## src/design/hra_pkg.sv

```systemverilog
// Shared types and constants for the sample history ring with autoscale.
// No dependencies; the top level, controller and datapath import this package.
package hra_pkg;

   // Operation codes carried in the request mode field
   typedef enum logic [1:0] {
      MODE_PUSH  = 2'd0,
      MODE_READ  = 2'd1,
      MODE_SCALE = 2'd2,
      MODE_CLEAR = 2'd3
   } hra_mode_type;

   typedef struct packed {
      logic [1:0]  mode;
      logic [31:0] sample;
      logic [6:0]  age_index;
   } hra_req_type;

   typedef struct packed {
      logic [31:0] data;
      logic [7:0]  fill_count;
      logic        saturated;
   } hra_rsp_type;

   // Register map: index taken from address bit 2
   localparam int unsigned CSR_ADDR_W   = 3;
   localparam logic        CSR_IDX_MIN  = 1'b0;
   localparam logic        CSR_IDX_PCT  = 1'b1;

   // Scale arithmetic constants
   // floor(z/5) = (z * DIV5_RECIP) >> 34 for any 32-bit z
   localparam logic [31:0] DIV5_RECIP   = 32'hCCCC_CCCD;
   localparam logic [6:0]  PCT_NUM      = 7'd95;
   localparam logic [6:0]  PCT_ROUND    = 7'd99;
   localparam int unsigned PCT_MIN_CNT  = 20;

   typedef enum logic [2:0] {
      ST_IDLE,
      ST_READ,
      ST_RANK_DIV,
      ST_OUTER_RD,
      ST_OUTER_WT,
      ST_INNER,
      ST_MAX_SCAN,
      ST_SCALE_DIV
   } hra_state_type;

   // Controller to datapath commands
   typedef struct packed {
      logic do_push;
      logic do_clear;
      logic rd_age;
      logic out_read;
      logic out_min;
      logic out_acc;
      logic out_scale;
      logic div_rank;
      logic take_rank;
      logic rd_outer;
      logic latch_v;
      logic next_i;
      logic scan_start;
      logic div_scale_v;
      logic div_scale_acc;
   } hra_cmd_type;

   // Datapath to controller status
   typedef struct packed {
      logic count_zero;
      logic pct_sel;
      logic out_free;
      logic out_pending;
      logic div_done;
      logic scan_done;
      logic rank_hit;
      logic acc_above_min;
   } hra_status_type;

endpackage

```

## src/design/hra_ctrl.sv

```systemverilog
// Sequencer for the history ring: accepts requests and steps the scale query.
// Depends on hra_pkg for state, command and status types.
module hra_ctrl import hra_pkg::*; (
   input  logic           clock,
   input  logic           reset,
   input  logic           req_valid,
   input  logic [1:0]     req_mode,
   output logic           req_stall,
   input  hra_status_type status,
   output hra_cmd_type    cmd
);

   hra_state_type state_ff, state_in;
   logic          accept;

   // State register
   always_ff @(posedge clock) begin
      if (reset) begin
         state_ff <= ST_IDLE;
      end else begin
         state_ff <= state_in;
      end
   end

   assign req_stall = !((state_ff == ST_IDLE) && status.out_free);
   assign accept    = req_valid && !req_stall;

   // Next state and commands
   always_comb begin
      state_in = state_ff;
      cmd      = '0;
      case (state_ff)
         ST_IDLE: begin
            if (accept) begin
               case (hra_mode_type'(req_mode))
                  MODE_PUSH:  cmd.do_push = 1'b1;
                  MODE_READ: begin
                     cmd.rd_age = 1'b1;
                     state_in   = ST_READ;
                  end
                  MODE_SCALE: begin
                     if (status.count_zero) begin
                        cmd.out_min = 1'b1;
                     end else if (status.pct_sel) begin
                        cmd.div_rank = 1'b1;
                        state_in     = ST_RANK_DIV;
                     end else begin
                        cmd.scan_start = 1'b1;
                        state_in       = ST_MAX_SCAN;
                     end
                  end
                  MODE_CLEAR: cmd.do_clear = 1'b1;
                  default:    cmd.do_clear = 1'b1;
               endcase
            end
         end
         ST_READ: begin
            cmd.out_read = 1'b1;
            state_in     = ST_IDLE;
         end
         ST_RANK_DIV: begin
            if (status.div_done) begin
               cmd.take_rank = 1'b1;
               state_in      = ST_OUTER_RD;
            end
         end
         ST_OUTER_RD: begin
            cmd.rd_outer = 1'b1;
            state_in     = ST_OUTER_WT;
         end
         ST_OUTER_WT: begin
            cmd.latch_v    = 1'b1;
            cmd.scan_start = 1'b1;
            state_in       = ST_INNER;
         end
         ST_INNER: begin
            if (status.scan_done) begin
               if (status.rank_hit) begin
                  cmd.div_scale_v = 1'b1;
                  state_in        = ST_SCALE_DIV;
               end else begin
                  cmd.next_i = 1'b1;
                  state_in   = ST_OUTER_RD;
               end
            end
         end
         ST_MAX_SCAN: begin
            if (status.scan_done) begin
               if (status.acc_above_min) begin
                  cmd.div_scale_acc = 1'b1;
                  state_in          = ST_SCALE_DIV;
               end else begin
                  cmd.out_acc = 1'b1;
                  state_in    = ST_IDLE;
               end
            end
         end
         ST_SCALE_DIV: begin
            if (status.div_done) begin
               cmd.out_scale = 1'b1;
               state_in      = ST_IDLE;
            end
         end
         default: state_in = ST_IDLE;
      endcase
   end

   // Output register stays empty while an operation is in flight
   a_busy_out_empty: assert property (@(posedge clock) disable iff (reset)
      (state_ff != ST_IDLE) |-> !status.out_pending)
      else $error("result pending while operation in flight");

   // A read always completes in the following cycle
   a_read_one_cycle: assert property (@(posedge clock) disable iff (reset)
      (state_ff == ST_READ) |=> (state_ff == ST_IDLE))
      else $error("read did not complete");

endmodule

```

## config.mk

```make
export PLATFORM = sky130hd
export DESIGN_NAME = hra_ctrl
export DESIGN_NICKNAME = d
export VERILOG_FILES = /design/src/design/hra_pkg.sv /design/src/design/hra_ctrl.sv
export SDC_FILE = /design/constraint.sdc
export NUM_CORES = 1
export LEC_CHECK = 0
export BUFFER_PORTS_ARGS = -buffer_cell sky130_fd_sc_hd__buf_4
export CAP_MARGIN = 20
export CORE_MARGIN = 2
export CORE_UTILIZATION = 37
export CTS_CLUSTER_DIAMETER = 50
export CTS_CLUSTER_SIZE = 30
export DETAILED_ROUTE_END_ITERATION = 12
export GPL_TIMING_DRIVEN = 0
export PLACE_DENSITY = 0.73
export SETUP_SLACK_MARGIN = 0.3
export SLEW_MARGIN = 15
export SYNTH_ARGS = -nofsm -noshare
export SYNTH_HDL_FRONTEND = slang
export SYNTH_SLANG_ARGS = --single-unit
export TNS_END_PERCENT = 5
```

## constraint.sdc

```tcl
create_clock -name clock -period 1.5 [get_ports clock]
set_clock_uncertainty 0.1 [all_clocks]
set_input_delay 0.15 -clock clock [delete_from_list [all_inputs] [get_ports clock]]
set_output_delay 0.15 -clock clock [all_outputs]
set_load 0.01 [all_outputs]
```

# Word-level counts from Yosys, hierarchy flattened

Index checks and enable logic that the tools add are counted.

Word-level logic and storage cells: 72
Latch bits: 0
Bits in read-only memories: 0
Bits in registers: 3
Bits in writable memories: 0
Memories kept: 0

Equality and inequality tests: 17
Divide/modulo/power cells: 0
Add/sub/neg operators: 0
Mux-type cells: 48
Order comparisons: 0
Multipliers: 0
Bitwise gates (word level): 0
Shift operators: 0
Reduce and logical (&&, ||, !) cells: 6

Operators by type and width:

| cell                 | count |
|---|---|
| $mux W1              | 34 |
| $mux W3              | 11 |
| $pmux W3 S8          | 1 |
| $eq A3 B3 Y1 const B | 4 |
| $ne A2 B2 Y1 const B | 5 |
| $reduce_and A7 Y1    | 1 |
| $eq A3 B2 Y1 const B | 2 |
| $pmux W3 S2          | 1 |
| $eq A2 B2 Y1 const B | 2 |
| $eq A3 B1 Y1 const B | 1 |
| $logic_not A3 Y1     | 1 |
| $ne A3 B1 Y1 const B | 1 |
| $ne A3 B3 Y1 const B | 1 |
| $eq A2 B1 Y1 const B | 1 |
| $logic_and A1 B1 Y1  | 2 |
| $logic_not A2 Y1     | 1 |
| $pmux W1 S2          | 1 |
| $logic_not A1 Y1     | 1 |

# Logic depth before layout (Yosys ltp)

Gate-level depths: netlist of the first run.

Depth in word-level cells: 5
Gate-level depth with buffers: 6
Gate-level depth less buffers: 5

# Worst setup path before layout of the first run

No wires, ideal clock.

Path type: reg-to-output
Start point: register state_ff[1]
End point: output cmd[2] (netlist name)
Slack: -0.063 ns
Stages on the path, launching flop included: 5
Arrival: 1.313 ns
Path through: dfxtp_1 -> nor4b_4 -> nand2_1 -> or3_1 -> o22ai_1

RTL lines:

| what                   | line           | RTL |
|---|---|---|
| start, declared        | hra_ctrl.sv:13 | `hra_state_type state_ff, state_in;` |
| start signal, assigned | hra_ctrl.sv:21 | `state_ff <= state_in;` |
| end, declared          | hra_ctrl.sv:10 | `output hra_cmd_type cmd` |

==> flow_summary.ini, run 1 <==
[timing]
max_freq_mhz = 536
whs_ns = 0.259
post-route-period-util = 1.24
setup_viol = 8
min_period_ns = 1.87
relSlewSlack = 0.772
tns_ns = -1.13
rsz0062_at_grt = yes
worst_slack_ns = -0.367
tightest_slew_ns = 0.342
drv_slew = 0
final_hold_viol_count = 0

[grt]
grt_pass1_wl_mm = 1.71
grt_usage = 0.159
grt_pass1_vias = 406
overflow = 0
grt_max_degree = 11
antenna_found_initial = 0

[synthesis]
ys_ff_latch = 3
synth_xor_area_frac = 0
synthArstFlopShare = 0
syn-mean-instance-area_sq_um = 7.34
yosys.area_share.simple = 0.506
synth_edf_count = 0
synth_area_sq_um = 484
ys_seq_area_frac = 0.124
synthAdderAreaFrac = 0
synth_compound_area_frac = 0.266
ys_warn_count = 0
synth_cells = 66
synth_top_family_by_area = simple AND/OR/NAND/NOR gates
ys_types = 33
synthMuxAreaShare = 0.0207
yosys_most_used_dff = dfxtp_1
syn-num-nets = 79

[status]
violations = setup timing
outcome = complete, but fails checks

[clocking]
cts_buffers = 3
cts_num_sinks = 3
cts_tree = done
clk_pin_slew_ns = 0.03
clock_latency_ns = 0.23
root_buffer = clkbuf_4
post-cts-setup-buffer-count = 0
clockBufferDepth = 2
h-tree-depth = 1

[setup_path]
r2r_slack_ns = 0
rr_worst_depth = 6
worstReg2RegEnd = state_ff[0]
crit_fanout = 10
crit_type = reg -> out
crit_path_end_kind = output pin
cp.required_ns = 1.25
cp-start-kind = flop
worstPathArrival_ns = 1.62
timing.rr.start = state_ff[0]

[place]
place_ws_ns = -0.168
detailed_place_hpwl_microns = 981
portBuffers = 27
place.gp.congestion = 0.826
place_area_sq_um = 719

[drt]
first_pass_iters = 4
routedWlPerCell_microns = 11.0
num_vias = 578
drtIter0Drc = 10
wl_mm = 1.24
detail-route-antenna-nets = 0
vias_per_cell = 5.12
route.detailed.drc = 0

[final_layout]
largest_register_ffs = 3
top_regs = state_ff: 3 flops
drive_gt1_frac = 0.520
n_antenna_cell = 0
utilization = 0.647
regMostFlops = state_ff
area_growth_syn_to_layout_pct = 67.4
stdcell_area_sq_um = 811
fin_nets = 112

[worst_hold_path]
hold_class = in -> reg
worstHoldStart = status[3]
hold_end = state_ff[2]
min_path_cells = 5

[power_and_ir_drop]
power_density_nw_per_um2 = 1320
ir_drop_mv = 0.851
p_leak_uw = 0.000371

[floorplan]
core-area_sq_um = 1250
start_util = 0.387
io_pins = 29
die_w_microns = 40.2
num_rows = 13
die_height_microns = 40.2
dieArea_sq_um = 1610

[flow_run]
max_cap_violations = 0
[report_power, final]
| group | switching [uW] | leakage (uW) | total (uW) | internal, uW |
|---|---|---|---|---|
| sequential | 42.0 | 0.0000260 | 160 | 118 |
| clock | 37.4 | 0.0000150 | 137 | 99.4 |
| combinational | 380 | 0.000330 | 772 | 392 |
[Yosys cell counts, drive strengths merged (2+ instances only)]
cell / n / share of area
nor3: 4 / 0.041
nand2: 9 / 0.070
a22oi: 2 / 0.059
dfxtp: 3 / 0.12
nor3b: 4 / 0.072
buf: 3 / 0.044
nor2: 10 / 0.083
inv: 4 / 0.031
o22ai: 2 / 0.026
nor2b: 5 / 0.065
and3: 2 / 0.026
[area by class of cell]
| type | count | area [sq um] |
|---|---|---|
| Tap cell | 15 | 18.8 |
| Inverter | 4 | 15.0 |
| Sequential cell | 3 | 67.6 |
| Timing Repair Buffer | 28 | 216 |
| Multi-Input combinational cell | 55 | 418 |
| Fill cell | 109 | 442 |
| Clock buffer | 4 | 26.3 |
| Buffer | 4 | 48.8 |
[per-layer routing]
metal	up-vias	wire length [microns]	GRT usage
met4	0	0	0.0750
met2	9	666	0.250
met1	267	540	0.205
met5	-	0	0
met3	0	35	0.0333
li1	302	-	-
[metrics by stage]
step                std cells  power [uW]
floorplan                  66         666
global placement          108         845
detailed placement        108         852
CTS                       113        1040
global route              113        1150
finish                    113        1070
[cell families (layout without fill, tap and decap cells)]
| kind of cell | after synthesis | count (layout) |
|---|---|---|
| DFF | 3 | 3 |
| buffers and inverters | 8 | 40 |
| and+or+nand+nor | 41 | 41 |
| muxes | 1 | 1 |
| AOI/OAI and AO/OA | 13 | 13 |
[cells in the final DEF, fill, tap and decap left out, types with 2 or more instances in the layout]
cell,n
nor2_2,2
inv_1,4
buf_4,26
nor2b_1,4
buf_6,2
nor2_1,8
nand2_1,8
nor3_1,3
nor3b_2,2
clkbuf_4,4
and3_1,2
buf_8,2
nor3b_1,2
dfxtp_4,2
[repair_timing]
item	CTS	global route
gates resized for setup	11	7
setup endpoints to repair	19	19
hold endpoints to repair	3	0
hold buffers	1	0
pin swaps	2	2
[critical path, stage by stage, from the launching register on]
cell and delay (ns):
dfxtp_1 0.29, buf_6 0.14, nor4b_4 0.24, nand2_1 0.11, or3_4 0.38, o22ai_2 0.09
buf_4 0.13
[how the worst max path moves through the flow]
stage          cells past startpoint      to         from  slack (ns)
2_1_floorplan                      4  cmd[2]  state_ff[1]       0.004
3_3_place_gp                       5  cmd[2]  state_ff[1]       -0.15
3_5_place_dp                       5  cmd[2]  state_ff[1]       -0.17
4_1_cts                            6  cmd[2]  state_ff[0]       -0.39
5_1_grt                            6  cmd[2]  state_ff[0]       -0.46
6_report                           6  cmd[2]  state_ff[0]       -0.37
No activity file was read; power rests on OpenSTA's default activity.
==> run 2, diff against run 1 <==
--- a/config.mk
+++ b/config.mk
@@ -5,7 +5,7 @@
 export SDC_FILE = /design/constraint.sdc
 export NUM_CORES = 1
 export LEC_CHECK = 0
-export BUFFER_PORTS_ARGS = -buffer_cell sky130_fd_sc_hd__buf_4
+export BUFFER_PORTS_ARGS = -buffer_cell sky130_fd_sc_hd__buf_2
 export CAP_MARGIN = 20
 export CORE_MARGIN = 2
 export CORE_UTILIZATION = 37
==> run 2 against run 1 <==
  * The flow still finishes with violations (setup timing)
  * Final cell count decreased by 0.88%
  * Sequential cell count unchanged
  * Register-to-register slack about the same
  * Non-clock buffer count decreased by 1
==> flow_summary.ini, run 2 (synthesis gave the netlist of run 1 again) <==
[status]
outcome = complete, but fails checks
violations = setup timing

[timing]
drv_slew = 0
worst_slack_ns = -0.375
tightest_slew_ns = 0.353
final_hold_viol_count = 0
setup_viol = 8
post-route-period-util = 1.25
relSlewSlack = 0.764
max_freq_mhz = 533
min_period_ns = 1.88
rsz0062_at_grt = yes

[setup_path]
path_cells = buf_6, nor4b_4, nand2_1, or3_4, o22ai_2, buf_2
timing.rr.start = state_ff[0]
cp.required_ns = 1.25
crit_path_end_kind = output pin
cpMaxStageDelayCell = or3_4
crit_type = reg -> out
crit_fanout = 10
worstPathArrival_ns = 1.63
rr_worst_depth = 6
slowest_delay_ns = 0.39
worstReg2RegEnd = state_ff[0]
r2r_slack_ns = 0
cp-start-kind = flop

[floorplan]
core-area_sq_um = 1250
dieArea_sq_um = 1610
start_util = 0.387
io_pins = 29
die_w_microns = 40.2
num_rows = 13
die_height_microns = 40.2

[grt]
grt_usage = 0.179
antenna_found_initial = 0
overflow = 0
grt_max_degree = 11
grt_pass1_wl_mm = 1.94
grt_pass1_vias = 492

[place]
detailed_place_hpwl_microns = 971
place_ws_ns = -0.179
portBuffers = 27
place.gp.congestion = 0.800

[final_layout]
area_growth_syn_to_layout_pct = 52.5
top_regs = state_ff: 3 flops
n_antenna_cell = 0
largest_register_ffs = 3
mostFrequentLayoutCells = 26 x buf_2, 8 x nor2_1, 7 x nand2_1
drive_gt1_frac = 0.536
utilization = 0.589
final_common_cell = buf_2
regMostFlops = state_ff
fin_nets = 111

[clocking]
cts_hold_buf = 0
h-tree-depth = 1
cts_tree = done
cts_buffers = 3
root_buffer = clkbuf_4
clk_pin_slew_ns = 0.04
cts_num_sinks = 3
post-cts-setup-buffer-count = 0
clock_latency_ns = 0.23
clockBufferDepth = 2

[drt]
vias_per_cell = 5.08
first_pass_iters = 4
route.detailed.drc = 0
drtIter0Drc = 5
routedWlPerCell_microns = 11.0
detail-route-antenna-nets = 0
wl_mm = 1.23
num_vias = 569

[flow_run]
max_cap_violations = 0

[worst_hold_path]
min_path_cells = 2
hold_end = state_ff[2]
hold_class = in -> reg
worstHoldStart = reset

[power_and_ir_drop]
p_leak_uw = 0.000359
ir_drop_mv = 1.00
power_density_nw_per_um2 = 1420
run 2: area by class of cell:
class / count / area, sq um
fillers: 115 / 514
multi-input cells: 55 / 420
repair buffers: 27 / 141
flip-flops and latches: 3 / 67.6
plain buffers: 4 / 48.8
clock buffers: 4 / 26.3
well taps: 15 / 18.8
inverters: 4 / 15.0
run 2: power breakdown:
group	internal, uW	leakage, uW	total, uW	switching, uW
combinational	364	0.000318	748	384
clock	99.5	0.0000150	138	38.6
sequential	118	0.0000260	161	43.3
total	581	0.000359	1050	466
run 2: stage by stage:
stage               total power (uW)  hold slack [ns]  area (sq um)  std cells  TNS, ns
detailed placement               822            0.256           652        108   -0.620
finish                          1050           0.0156           738        112    -1.16
global placement                 805            0.254           652        108   -0.450
CTS                             1000          0.00509           706        112    -1.34
floorplan                        666            0.118           498         66        0
global route                    1140          0.00850           738        112    -1.99
run 2: layer usage:
metal	up-vias	share of wire	routed length [microns]	global-route usage
met5	-	0	0	0
met4	0	0	0	0.100
met3	0	0.023	28	0.0333
met2	7	0.53	650	0.302
met1	265	0.45	554	0.210
li1	297	-	-	-
run 2: worst max-delay path by stage:
stage / slack [ns] / from / endpoint
3_3_place_gp: -0.16 / state_ff[1] / cmd[2]
2_1_floorplan: 0.004 / state_ff[1] / cmd[2]
4_1_cts: -0.40 / state_ff[0] / cmd[2]
6_report: -0.38 / state_ff[0] / cmd[2]
5_1_grt: -0.47 / state_ff[0] / cmd[2]
3_5_place_dp: -0.18 / state_ff[1] / cmd[2]
run 2: critical path: cells and delay by family, from the launching register on:
kind | cells | cell delay, ns
simple gates | 3 | 0.74
buf+inv | 2 | 0.27
compound gates | 1 | 0.08
flops | 1 | 0.30
run 2: timing repair:
item	CTS	global route
gates resized for setup	11	8
pin swaps	2	1
setup endpoints to repair	19	19
gates cloned	0	0
