File: config.mk
export PLATFORM = sky130hd
export DESIGN_NAME = hra_dp
export DESIGN_NICKNAME = d
export VERILOG_FILES = /design/src/design/hra_pkg.sv /design/src/design/hra_ram.sv /design/src/design/hra_dp.sv
export SDC_FILE = /design/constraint.sdc
export NUM_CORES = 2
export LEC_CHECK = 0
export BUFFER_PORTS_ARGS = -buffer_cell sky130_fd_sc_hd__buf_2
export CAP_MARGIN = 20
export CORE_MARGIN = 5
export CORE_UTILIZATION = 35
export CTS_CLUSTER_DIAMETER = 60
export DETAILED_ROUTE_END_ITERATION = 7
export SLEW_MARGIN = 20
export SYNTH_ARGS = -nofsm -noshare
export SYNTH_HDL_FRONTEND = slang
export SYNTH_HIERARCHICAL = 1
export SYNTH_SLANG_ARGS = --single-unit
File: constraint.sdc
create_clock -name clock -period 7.2 [get_ports clock]
set_clock_uncertainty 0.05 [all_clocks]
set_input_delay 0.36 -clock clock [delete_from_list [all_inputs] [get_ports clock]]
set_output_delay 0.36 -clock clock [all_outputs]
set_load 0.01 [all_outputs]
File: src/design/hra_pkg.sv
// Shared types and constants for the sample history ring with autoscale.
// No dependencies; the top level, controller and datapath import this package.
package hra_pkg;

   // Operation codes carried in the request mode field
   typedef enum logic [1:0] {
      MODE_PUSH  = 2'd0,
      MODE_READ  = 2'd1,
      MODE_SCALE = 2'd2,
      MODE_CLEAR = 2'd3
   } hra_mode_type;

   typedef struct packed {
      logic [1:0]  mode;
      logic [31:0] sample;
      logic [6:0]  age_index;
   } hra_req_type;

   typedef struct packed {
      logic [31:0] data;
      logic [7:0]  fill_count;
      logic        saturated;
   } hra_rsp_type;

   // Register map: index taken from address bit 2
   localparam int unsigned CSR_ADDR_W   = 3;
   localparam logic        CSR_IDX_MIN  = 1'b0;
   localparam logic        CSR_IDX_PCT  = 1'b1;

   // Scale arithmetic constants
   // floor(z/5) = (z * DIV5_RECIP) >> 34 for any 32-bit z
   localparam logic [31:0] DIV5_RECIP   = 32'hCCCC_CCCD;
   localparam logic [6:0]  PCT_NUM      = 7'd95;
   localparam logic [6:0]  PCT_ROUND    = 7'd99;
   localparam int unsigned PCT_MIN_CNT  = 20;

   typedef enum logic [2:0] {
      ST_IDLE,
      ST_READ,
      ST_RANK_DIV,
      ST_OUTER_RD,
      ST_OUTER_WT,
      ST_INNER,
      ST_MAX_SCAN,
      ST_SCALE_DIV
   } hra_state_type;

   // Controller to datapath commands
   typedef struct packed {
      logic do_push;
      logic do_clear;
      logic rd_age;
      logic out_read;
      logic out_min;
      logic out_acc;
      logic out_scale;
      logic div_rank;
      logic take_rank;
      logic rd_outer;
      logic latch_v;
      logic next_i;
      logic scan_start;
      logic div_scale_v;
      logic div_scale_acc;
   } hra_cmd_type;

   // Datapath to controller status
   typedef struct packed {
      logic count_zero;
      logic pct_sel;
      logic out_free;
      logic out_pending;
      logic div_done;
      logic scan_done;
      logic rank_hit;
      logic acc_above_min;
   } hra_status_type;

endpackage

File: src/design/hra_ram.sv
// Generic single-write, single-read RAM with registered read data.
// No dependencies.
module hra_ram #(
   parameter int unsigned WIDTH = 32,
   parameter int unsigned DEPTH = 128
) (
   input  logic                     clock,
   input  logic                     wr_en,
   input  logic [$clog2(DEPTH)-1:0] wr_addr,
   input  logic [WIDTH-1:0]         wr_data,
   input  logic [$clog2(DEPTH)-1:0] rd_addr,
   output logic [WIDTH-1:0]         rd_data
);

   logic [WIDTH-1:0] mem [DEPTH];
   logic [WIDTH-1:0] rd_data_ff;

   // Write and registered read
   always_ff @(posedge clock) begin
      if (wr_en) begin
         mem[wr_addr] <= wr_data;
      end
      rd_data_ff <= mem[rd_addr];
   end

   assign rd_data = rd_data_ff;

endmodule

File: src/design/hra_dp.sv
// Datapath: ring pointers, sample RAM, scan engine, reciprocal divider, result register.
// Depends on hra_pkg and hra_ram.
module hra_dp import hra_pkg::*; #(
   parameter int unsigned DEPTH = 128
) (
   input  logic           clock,
   input  logic           reset,
   input  hra_req_type    req_payload,
   input  logic [31:0]    min_scale,
   input  logic           percentile_mode,
   input  hra_cmd_type    cmd,
   output hra_status_type status,
   output logic           rsp_valid,
   input  logic           rsp_stall,
   output hra_rsp_type    rsp_payload
);

   localparam int unsigned PTR_W = $clog2(DEPTH);
   localparam int unsigned CNT_W = $clog2(DEPTH + 1);
   localparam int unsigned AGE_W = 7;
   localparam int unsigned IDX_W = (CNT_W > AGE_W) ? CNT_W : AGE_W;
   localparam int unsigned RNK_W = CNT_W + 8;

   logic [PTR_W-1:0] oldest_ff, oldest_in;
   logic [CNT_W-1:0] count_ff, count_in;
   logic [CNT_W-1:0] i_ff;
   logic [CNT_W-1:0] rank_ff;
   logic [31:0]      v_ff;
   logic             rd_hit_ff;

   logic [CNT_W-1:0] scan_idx_ff;
   logic             scan_busy_ff, scan_pend_ff, scan_issue;
   logic [31:0]      acc_ff;
   logic [CNT_W-1:0] below_ff, not_above_ff;

   logic [31:0]      div_z_ff, div_base_ff;
   logic [32:0]      div_quo_ff;
   logic [1:0]       div_cnt_ff, div_passes_ff;
   logic             div_busy_ff, div_done_ff;
   logic             div_start;
   logic [31:0]      div_z_in, div_base_in;
   logic [1:0]       div_passes_in;
   logic [33:0]      triple_v;
   logic [63:0]      div_prod;

   logic             rsp_valid_ff;
   hra_rsp_type      rsp_payload_ff;

   logic             wr_en;
   logic [PTR_W-1:0] wr_addr, rd_addr;
   logic [31:0]      rd_data;
   logic [IDX_W-1:0] age_ext, count_ext;
   logic [RNK_W-1:0] rank_div;
   logic             q_sat;
   logic [31:0]      q_val;
   logic             out_load;
   logic [31:0]      out_data;
   logic             out_sat;

   // Ring slot of an offset from the oldest sample
   function automatic logic [PTR_W-1:0] slot_of(input logic [PTR_W-1:0] base,
                                                input logic [CNT_W-1:0] ofs);
      logic [CNT_W:0] sum;
      sum = (CNT_W+1)'(base) + (CNT_W+1)'(ofs);
      if (sum >= (CNT_W+1)'(DEPTH)) begin
         sum = sum - (CNT_W+1)'(DEPTH);
      end
      return PTR_W'(sum);
   endfunction

   assign age_ext   = IDX_W'(req_payload.age_index);
   assign count_ext = IDX_W'(count_ff);

   // Sample store
   assign wr_en   = cmd.do_push;
   assign wr_addr = (count_ff < CNT_W'(DEPTH)) ? slot_of(oldest_ff, count_ff) : oldest_ff;

   always_comb begin
      if (cmd.rd_age) begin
         rd_addr = slot_of(oldest_ff, CNT_W'(age_ext));
      end else if (cmd.rd_outer) begin
         rd_addr = slot_of(oldest_ff, i_ff);
      end else begin
         rd_addr = slot_of(oldest_ff, scan_idx_ff);
      end
   end

   hra_ram #(.WIDTH(32), .DEPTH(DEPTH)) u_ram (
      .clock   (clock),
      .wr_en   (wr_en),
      .wr_addr (wr_addr),
      .wr_data (req_payload.sample),
      .rd_addr (rd_addr),
      .rd_data (rd_data)
   );

   // Ring pointers
   always_comb begin
      count_in  = count_ff;
      oldest_in = oldest_ff;
      if (cmd.do_push) begin
         if (count_ff < CNT_W'(DEPTH)) begin
            count_in = count_ff + CNT_W'(1);
         end else if (oldest_ff == PTR_W'(DEPTH - 1)) begin
            oldest_in = '0;
         end else begin
            oldest_in = oldest_ff + PTR_W'(1);
         end
      end else if (cmd.do_clear) begin
         count_in  = '0;
         oldest_in = '0;
      end
   end

   always_ff @(posedge clock) begin
      if (reset) begin
         count_ff  <= '0;
         oldest_ff <= '0;
      end else begin
         count_ff  <= count_in;
         oldest_ff <= oldest_in;
      end
   end

   // Read hit flag, outer index, rank and candidate value
   always_ff @(posedge clock) begin
      if (cmd.rd_age) begin
         rd_hit_ff <= (age_ext < count_ext);
      end
      if (cmd.take_rank) begin
         rank_ff <= CNT_W'(div_quo_ff - 33'd1);
         i_ff    <= '0;
      end else if (cmd.next_i) begin
         i_ff <= i_ff + CNT_W'(1);
      end
      if (cmd.latch_v) begin
         v_ff <= rd_data;
      end
   end

   // Scan engine: one address a step, data from the RAM in the next cycle
   assign scan_issue = scan_busy_ff && (scan_idx_ff < count_ff);

   always_ff @(posedge clock) begin
      if (reset) begin
         scan_busy_ff <= 1'b0;
         scan_pend_ff <= 1'b0;
      end else if (cmd.scan_start) begin
         scan_busy_ff <= 1'b1;
         scan_pend_ff <= 1'b0;
      end else begin
         scan_pend_ff <= scan_issue;
         if (scan_busy_ff && !scan_issue && !scan_pend_ff) begin
            scan_busy_ff <= 1'b0;
         end
      end
   end

   always_ff @(posedge clock) begin
      if (cmd.scan_start) begin
         scan_idx_ff  <= '0;
         acc_ff       <= min_scale;
         below_ff     <= '0;
         not_above_ff <= '0;
      end else begin
         if (scan_issue) begin
            scan_idx_ff <= scan_idx_ff + CNT_W'(1);
         end
         if (scan_pend_ff) begin
            if (rd_data > acc_ff) begin
               acc_ff <= rd_data;
            end
            if (rd_data < v_ff) begin
               below_ff <= below_ff + CNT_W'(1);
            end
            if (rd_data <= v_ff) begin
               not_above_ff <= not_above_ff + CNT_W'(1);
            end
         end
      end
   end

   // Divider operands: rank is floor((95n+99)/4)/5/5; v*115/100 is v + floor(3v/4)/5;
   // m*105/100 is m + floor(m/4)/5
   assign rank_div  = RNK_W'(count_ff) * RNK_W'(PCT_NUM) + RNK_W'(PCT_ROUND);
   assign div_start = cmd.div_rank || cmd.div_scale_v || cmd.div_scale_acc;
   assign triple_v  = {1'b0, v_ff, 1'b0} + {2'b00, v_ff};

   always_comb begin
      if (cmd.div_rank) begin
         div_z_in      = 32'(rank_div >> 2);
         div_base_in   = '0;
         div_passes_in = 2'd2;
      end else if (cmd.div_scale_v) begin
         div_z_in      = triple_v[33:2];
         div_base_in   = v_ff;
         div_passes_in = 2'd1;
      end else begin
         div_z_in      = {2'b00, acc_ff[31:2]};
         div_base_in   = acc_ff;
         div_passes_in = 2'd1;
      end
   end

   // Divide by 5 through the reciprocal, one pass a cycle, then add the base
   assign div_prod = {32'd0, div_z_ff} * {32'd0, DIV5_RECIP};

   always_ff @(posedge clock) begin
      if (reset) begin
         div_busy_ff <= 1'b0;
         div_done_ff <= 1'b0;
      end else if (div_start) begin
         div_busy_ff <= 1'b1;
         div_done_ff <= 1'b0;
      end else if (div_busy_ff && (div_cnt_ff == div_passes_ff)) begin
         div_busy_ff <= 1'b0;
         div_done_ff <= 1'b1;
      end
   end

   always_ff @(posedge clock) begin
      if (div_start) begin
         div_z_ff      <= div_z_in;
         div_base_ff   <= div_base_in;
         div_passes_ff <= div_passes_in;
         div_cnt_ff    <= '0;
      end else if (div_busy_ff) begin
         if (div_cnt_ff == div_passes_ff) begin
            div_quo_ff <= {1'b0, div_base_ff} + {1'b0, div_z_ff};
         end else begin
            div_z_ff   <= {2'b00, div_prod[63:34]};
            div_cnt_ff <= div_cnt_ff + 2'd1;
         end
      end
   end

   // Saturate the scaled quotient
   assign q_sat = div_quo_ff[32];
   assign q_val = q_sat ? 32'hFFFF_FFFF : div_quo_ff[31:0];

   // Result selection
   assign out_load = cmd.do_push || cmd.do_clear || cmd.out_read || cmd.out_min ||
                     cmd.out_acc || cmd.out_scale;

   always_comb begin
      out_data = '0;
      out_sat  = 1'b0;
      if (cmd.out_read) begin
         out_data = rd_hit_ff ? rd_data : '0;
      end else if (cmd.out_min) begin
         out_data = min_scale;
      end else if (cmd.out_acc) begin
         out_data = acc_ff;
      end else if (cmd.out_scale) begin
         out_data = (q_val < min_scale) ? min_scale : q_val;
         out_sat  = q_sat;
      end
   end

   // Output register
   always_ff @(posedge clock) begin
      if (reset) begin
         rsp_valid_ff <= 1'b0;
      end else if (out_load) begin
         rsp_valid_ff <= 1'b1;
      end else if (!rsp_stall) begin
         rsp_valid_ff <= 1'b0;
      end
   end

   always_ff @(posedge clock) begin
      if (out_load) begin
         rsp_payload_ff.data       <= out_data;
         rsp_payload_ff.fill_count <= 8'(count_in);
         rsp_payload_ff.saturated  <= out_sat;
      end
   end

   assign rsp_valid   = rsp_valid_ff;
   assign rsp_payload = rsp_payload_ff;

   // Status to the controller
   assign status.count_zero    = (count_ff == '0);
   assign status.pct_sel       = percentile_mode && (32'(count_ff) >= PCT_MIN_CNT);
   assign status.out_free      = !rsp_valid_ff || !rsp_stall;
   assign status.out_pending   = rsp_valid_ff;
   assign status.div_done      = div_done_ff;
   assign status.scan_done     = scan_busy_ff && !scan_issue && !scan_pend_ff;
   assign status.rank_hit      = (below_ff <= rank_ff) && (rank_ff < not_above_ff);
   assign status.acc_above_min = (acc_ff > min_scale);

   a_count_bound: assert property (@(posedge clock) disable iff (reset)
      count_ff <= CNT_W'(DEPTH))
      else $error("fill count beyond ring depth");

   a_wrap_only_full: assert property (@(posedge clock) disable iff (reset)
      (oldest_ff != '0) |-> (count_ff == CNT_W'(DEPTH)))
      else $error("oldest pointer moved on a ring that is not full");

   a_div_scan_excl: assert property (@(posedge clock) disable iff (reset)
      !(div_busy_ff && scan_busy_ff))
      else $error("divider and scan active together");

endmodule
Word-level counts from Yosys, hierarchy flattened. Memories as Yosys holds them, arrays and structs flattened. A register that Yosys moved wholly into a read port is not among the register bits. Cells that the tools add are included.

Output and inout bits: 50. Bits in writable memories: 4096. Memories kept: 1. Logic and storage cells: 142. Bits of input ports: 92. Bits in registers: 267.

Memory list: u_ram.mem (depth 128, width 32, read ports 1, clocked after Yosys merged registers in 1, write ports 1, line hra_ram.sv:15) `logic [WIDTH-1:0] mem [DEPTH];`.

Eq/ne operators: 5. Muxes and demuxes: 39. Add/sub/neg operators: 19. $lt $le $gt $ge: 15. Bitwise gates (word level): 3. Reductions and logical operators: 35. Multiply operators: 2.

Operators with widths (count): $mux 32 (16); $mux 7 (11); $gt 32x32->1 (2); $lt 32x32->1 (2); $mul 32x32->64 const B (1); $add 8x1->8 const B (5); $add 33x32->34 (1); $add 32x32->33 (1); $le 32x32->1 (1); $sub 7x1->7 const B (4); $add 7x8->9 (3); $ge 9x8->1 const B (3); $mux 8 (3); $add 15x7->16 const B (1); $lt 8x8->1 (2); $mul 8x7->15 const B (1); $reduce_and 2->1 (6); $reduce_bool 2->1 (6); $add 7x7->8 (1); $ge 8x5->1 const B (1); $ge 8x8->1 const B (1); $le 8x8->1 (1); $logic_not 8->1 (1); $logic_or 1x1->1 (8); 17 further kinds (36).

Logic depth before layout (Yosys ltp).
Depth after elaboration: 7. Gate-level depth with buffers: 26. Gate-level depth less buffers: 26.

Hierarchy. Netlist, hierarchy kept.

Modules (own cells, without submodules): hra_ram (instances 1, area an instance 156276.1 um2, sequential area each 123638.6 um2, cells each 5990); hra_dp (instances 1, area an instance 37817.5 um2, sequential area each 7457.2 um2, cells each 3888).

Least setup slack after synthesis. OpenSTA, ideal clock, no wires.

Path kind: reg-to-reg. Start point: register div_z_ff[11]. End point: register div_z_ff[13] (data pin). Path slack: -0.066 ns. Arrival time: 7.036 ns. Period minus slack after synthesis: 7.266 ns. Stages on the path, launching flop included: 26. Library setup time: 0.180 ns. Buffers on the path: 1. Data required time: 6.970 ns. Cells stage by stage: edfxtp_1 -> ha_1 -> clkbuf_1 -> xor2_1 -> ha_1 -> inv_1 -> fa_1 -> fa_1 -> inv_1 -> fa_1 -> fa_1 -> fa_1 -> inv_1 -> fa_1 -> inv_1 -> ha_1 -> a21oi_1 -> o31ai_1 -> nand4_1 -> a21oi_1 -> a211oi_2 -> o21ai_1 -> a2111oi_2 -> o21ai_1 -> xnor2_1 -> a221oi_1.

Word-level cells in the longest chain between the ends: 4.

Ends and longest elaborated chain: start: declaration (line hra_dp.sv:36) `logic [31:0] div_z_ff, div_base_ff;`; start signal: assignment (line hra_dp.sv:223) `div_z_ff <= div_z_in;`; start signal: assignment (line hra_dp.sv:231) `div_z_ff <= {2'b00, div_prod[63:34]};`; $mul 32x32->64 (line hra_dp.sv:206) `assign div_prod = {32'd0, div_z_ff} * {32'd0, DIV5_RECIP};`; $mux 32 (line hra_dp.sv:228) `if (div_cnt_ff == div_passes_ff) begin`; $mux 32 (line hra_dp.sv:227) `end else if (div_busy_ff) begin`; $mux 32 (line hra_dp.sv:222) `if (div_start) begin`.

Every way passes these cells. The select of a mux whose other input is x is not followed. A chain may end at the register's enable or synchronous reset.

Worst setup path in the final report.
Start point: register div_z_ff[14]. End point: register div_z_ff[24] (data pin).

The elaborated chain is that of the path after synthesis.

==> results.md <==
* Critical path depth in cells at 23
* Mapped Cells at 9878
* Iter 0 DRT Violations at 12030
* Port Buffer Count at 139
* Placed cell area at 209000 sq um
* Clk buf depth at 4
* Top cell by count, worst path: fa_2
* Routed WL at 561100 um
* Top delay family on crit path: adder cells
* Routed via count at 101800
* Slew @ Worst Pin at 1.184 ns
* Critical Path End Type: register
* TritonCTS Buffers at 449
* Critical path class: register to register
* Final Cell Area at 227000 sq um
* Total track usage at 19.29%
* CP Launch Point: div_z_ff[14]$_DFFE_PP_
* Syn_nets at 11020
* Crit share post-route at 102.9%
* CP max stage delay at 0.58 ns
* Max Fanout on Critical Path at 4
* Clock transition at path regs at 0.06 ns
* Synth warn at 6
* First-pass GRT wire length at 792500 um
* Top cell type's share of synthesized area at 66.67%
* Placed insts at 17560
* Vias in the first global route at 104300
* Post-route insts no fill at 18580
* Crit path arrival time at 8.02 ns
* Relative slew slack at 21.07%
* Initial antenna violation count at 106
* Die Y at 754.7 um
* Setup crit start kind: register
* Min-delay src: cmd[14]
* H-tree depth at 5
* Met3 global-route usage at 3.030%
* Setup violators final at 12
* Max-Cap Viols at 0
* Synth cell types at 76
* RSZ-0062 raised after global routing: true
* Largest net degree at the start of global routing at 135
* WL/cell at 30.20 um
* Max-slew violation count at 0
* Yosys reg bits at 4394
* Crit-path slowest cell: fa_2
* DP Worst Slack at -0.8272 ns
* IO Pins at 142
* TritonRoute pass-1 iters at 8
* Post-synth ARST share at 0%
* Synth area leaders: edfxtp_1 (67%), mux4_2 (16%), fa_1 (4.3%)
* Worst-Skew Late Latency at 0.98 ns
* Final Hold Vio Count at 0
* Grt total ovfl at 0
* FMAX at 0.1349 GHz
* Most frequent cells in the layout: edfxtp_1 (4309), mux4_2 (1344), inv_1 (742), buf_4 (685), ha_1 (556)
* Clock sinks at 4394
* Worst EP required at 7.81 ns
* Crit path buffers/inverters at 5
* Number of synthesized flops with an enable pin at 4309
* R2r worst-path depth at 23
* Die ar. at 569500 sq um
* Reg2reg start: div_z_ff[14]$_DFFE_PP_
* Via/cell ratio at 5.477
* Core ar. at 552700 sq um
* Routed Antenna Nets at 0
* Most Crowded Layer GR: met2
* Post-Syn Area at 194100 sq um
* Setup_tns at -1.264 ns
* Min-Delay Path Depth at 3
* Fill cells at 48320
* Starting Density at 35.12%
* Average size of a mapped cell at 19.65 sq um
* Failing checks: negative setup slack
* Most common cell after layout, fill and taps aside: edfxtp_1
* Final worst-path setup slack at -0.2116 ns
* # DRC at 0
* NumNets Final at 12010
* Root buffer cell: clkbuf_16
* CTS tree: yes
* CP Cell Sequence: buf_6 -> ha_4 -> inv_4 -> fa_2 -> fa_2 -> fa_2 -> inv_2 -> fa_2 -> fa_1 -> fa_1 -> inv_2 -> fa_1 -> inv_2 -> ha_4 -> and3_4 -> nand2_4 -> o211ai_1 -> a31oi_2 -> o21ba_4 -> o41a_1 -> o41a_1 -> o2111ai_2 -> nand3_2
* Sequential area share after synthesis at 67.54%
* Die Wd at 754.7 um
* Main synth FF type: edfxtp_1
* Area growth syn-to-layout at 16.96%
* GPL Wtd Cong at 0.9427
* Status: complete, but fails checks
* Crit path time final at 7.412 ns
* Yosys top cell by area: edfxtp_1
* Row count at 273
* Dpl hpwl at 363800 um
* Met1 usage at 26.58%
* Grt met2 use at 31.77%
* Worst hold path class: input pin to register
* Share of post-route cells with drive strength above 1 at 30.58%
[state kept, by name (all words and copies together) (netlist names)]
register	cells
u_ram/mem	4096
count_ext	8
i_ff	7
div_z_ff	32
scan_pend_ff	1
div_quo_ff	33
acc_ff	32
scan_idx_ff	8
not_above_ff	8
div_cnt_ff	2
rsp_valid	1
div_busy_ff	1
v_ff	32
oldest_ff	7
div_done_ff	1
scan_busy_ff	1
rd_hit_ff	1
div_passes_ff	2
rank_ff	8
div_base_ff	32
u_ram/rd_data	32
below_ff	8
rsp_payload	41
[layer usage]
metal | share of wire, % | wire length (um) | vias to the layer above
li1 | - | - | 41680
met1 | 41 | 227400 | 54920
met2 | 48 | 271400 | 4316
met3 | 7.6 | 42650 | 831
met4 | 3.5 | 19420 | 26
met5 | 0.029 | 165 | -
[stage by stage]
stage	util, %	hold WS (ns)
global placement	37.80	0.4353
floorplan	-	0.3791
finish	41.08	0.1473
detailed placement	37.82	0.4584
CTS	40.94	0.04838
global route	41.07	0.1414
[cells in the mapped netlist (42+ instances only)]
library cell / count
a21oi_1: 222
mux2i_1: 50
buf_1: 59
nand2_1: 152
mux4_2: 1344
a31oi_1: 53
inv_1: 775
buf_2: 80
fa_1: 413
nand3_1: 74
nand4_1: 59
a21o_1: 100
o21ai_0: 119
clkbuf_1: 261
mux2_2: 92
dfxtp_1: 85
edfxtp_1: 4309
ha_1: 636
nor2b_1: 57
nor3_1: 42
xnor2_1: 104
nor2_1: 331
a221oi_1: 44
xor2_1: 78
[layout make-up]
cell class | instances | area (sq um) | area share [%]
diodes | 39 | 97.59 | 0.04299
clock inverters | 299 | 2870 | 1.264
clock buffers | 536 | 11740 | 5.172
inverters | 775 | 2933 | 1.292
multi-input cells | 4299 | 61310 | 27.01
repair buffers | 951 | 7850 | 3.458
flip-flops and latches | 4394 | 131100 | 57.75
well taps | 7287 | 9117 | 4.016
[worst register-to-register path, stage by stage (launching register included)]
cell and delay [ns]:
edfxtp_1 0.42, buf_6 0.15, ha_4 0.29, inv_4 0.04
fa_2 0.54, fa_2 0.46, fa_2 0.58, inv_2 0.04
fa_2 0.52, fa_1 0.43, fa_1 0.55, inv_2 0.05
fa_1 0.54, inv_2 0.05, ha_4 0.28, and3_4 0.21
nand2_4 0.07, o211ai_1 0.21, a31oi_2 0.08, o21ba_4 0.27
o41a_1 0.41, o41a_1 0.50, o2111ai_2 0.22, nand3_2 0.16
[kinds of logic after synthesis]
family | count (synthesis) | share of synthesized area (%)
DFF | 4394 | 67.54
muxes | 1490 | 16.41
buffers and inverters | 1185 | 2.372
adders and majority gates | 1049 | 8.360
and+or+nand+nor | 857 | 2.083
AOI/OAI and AO/OA | 721 | 2.411
xor gates and xnor gates | 182 | 0.8213
[repair_timing]
item,in CTS,in global routing
setup buffers,48,21
resized for setup,266,104
pin swaps,189,108
hold endpoints to repair,2032,0
hold buffers,80,0
gates cloned,0,0
setup endpoints to repair,25,24
[worst paths after layout]
check                                            endpoint  slack [ns]
worst min register to register       i_ff[6]$_SDFFE_PP0P_        0.47
worst max-delay path               div_z_ff[24]$_DFFE_PP_       -0.21
worst max register to register     div_z_ff[24]$_DFFE_PP_       -0.21
worst min-delay path            oldest_ff[1]$_SDFFE_PP0P_        0.15
Power is not shown: default switching activity piles up to over one toggle a cycle in this logic, so the estimate is an artifact.
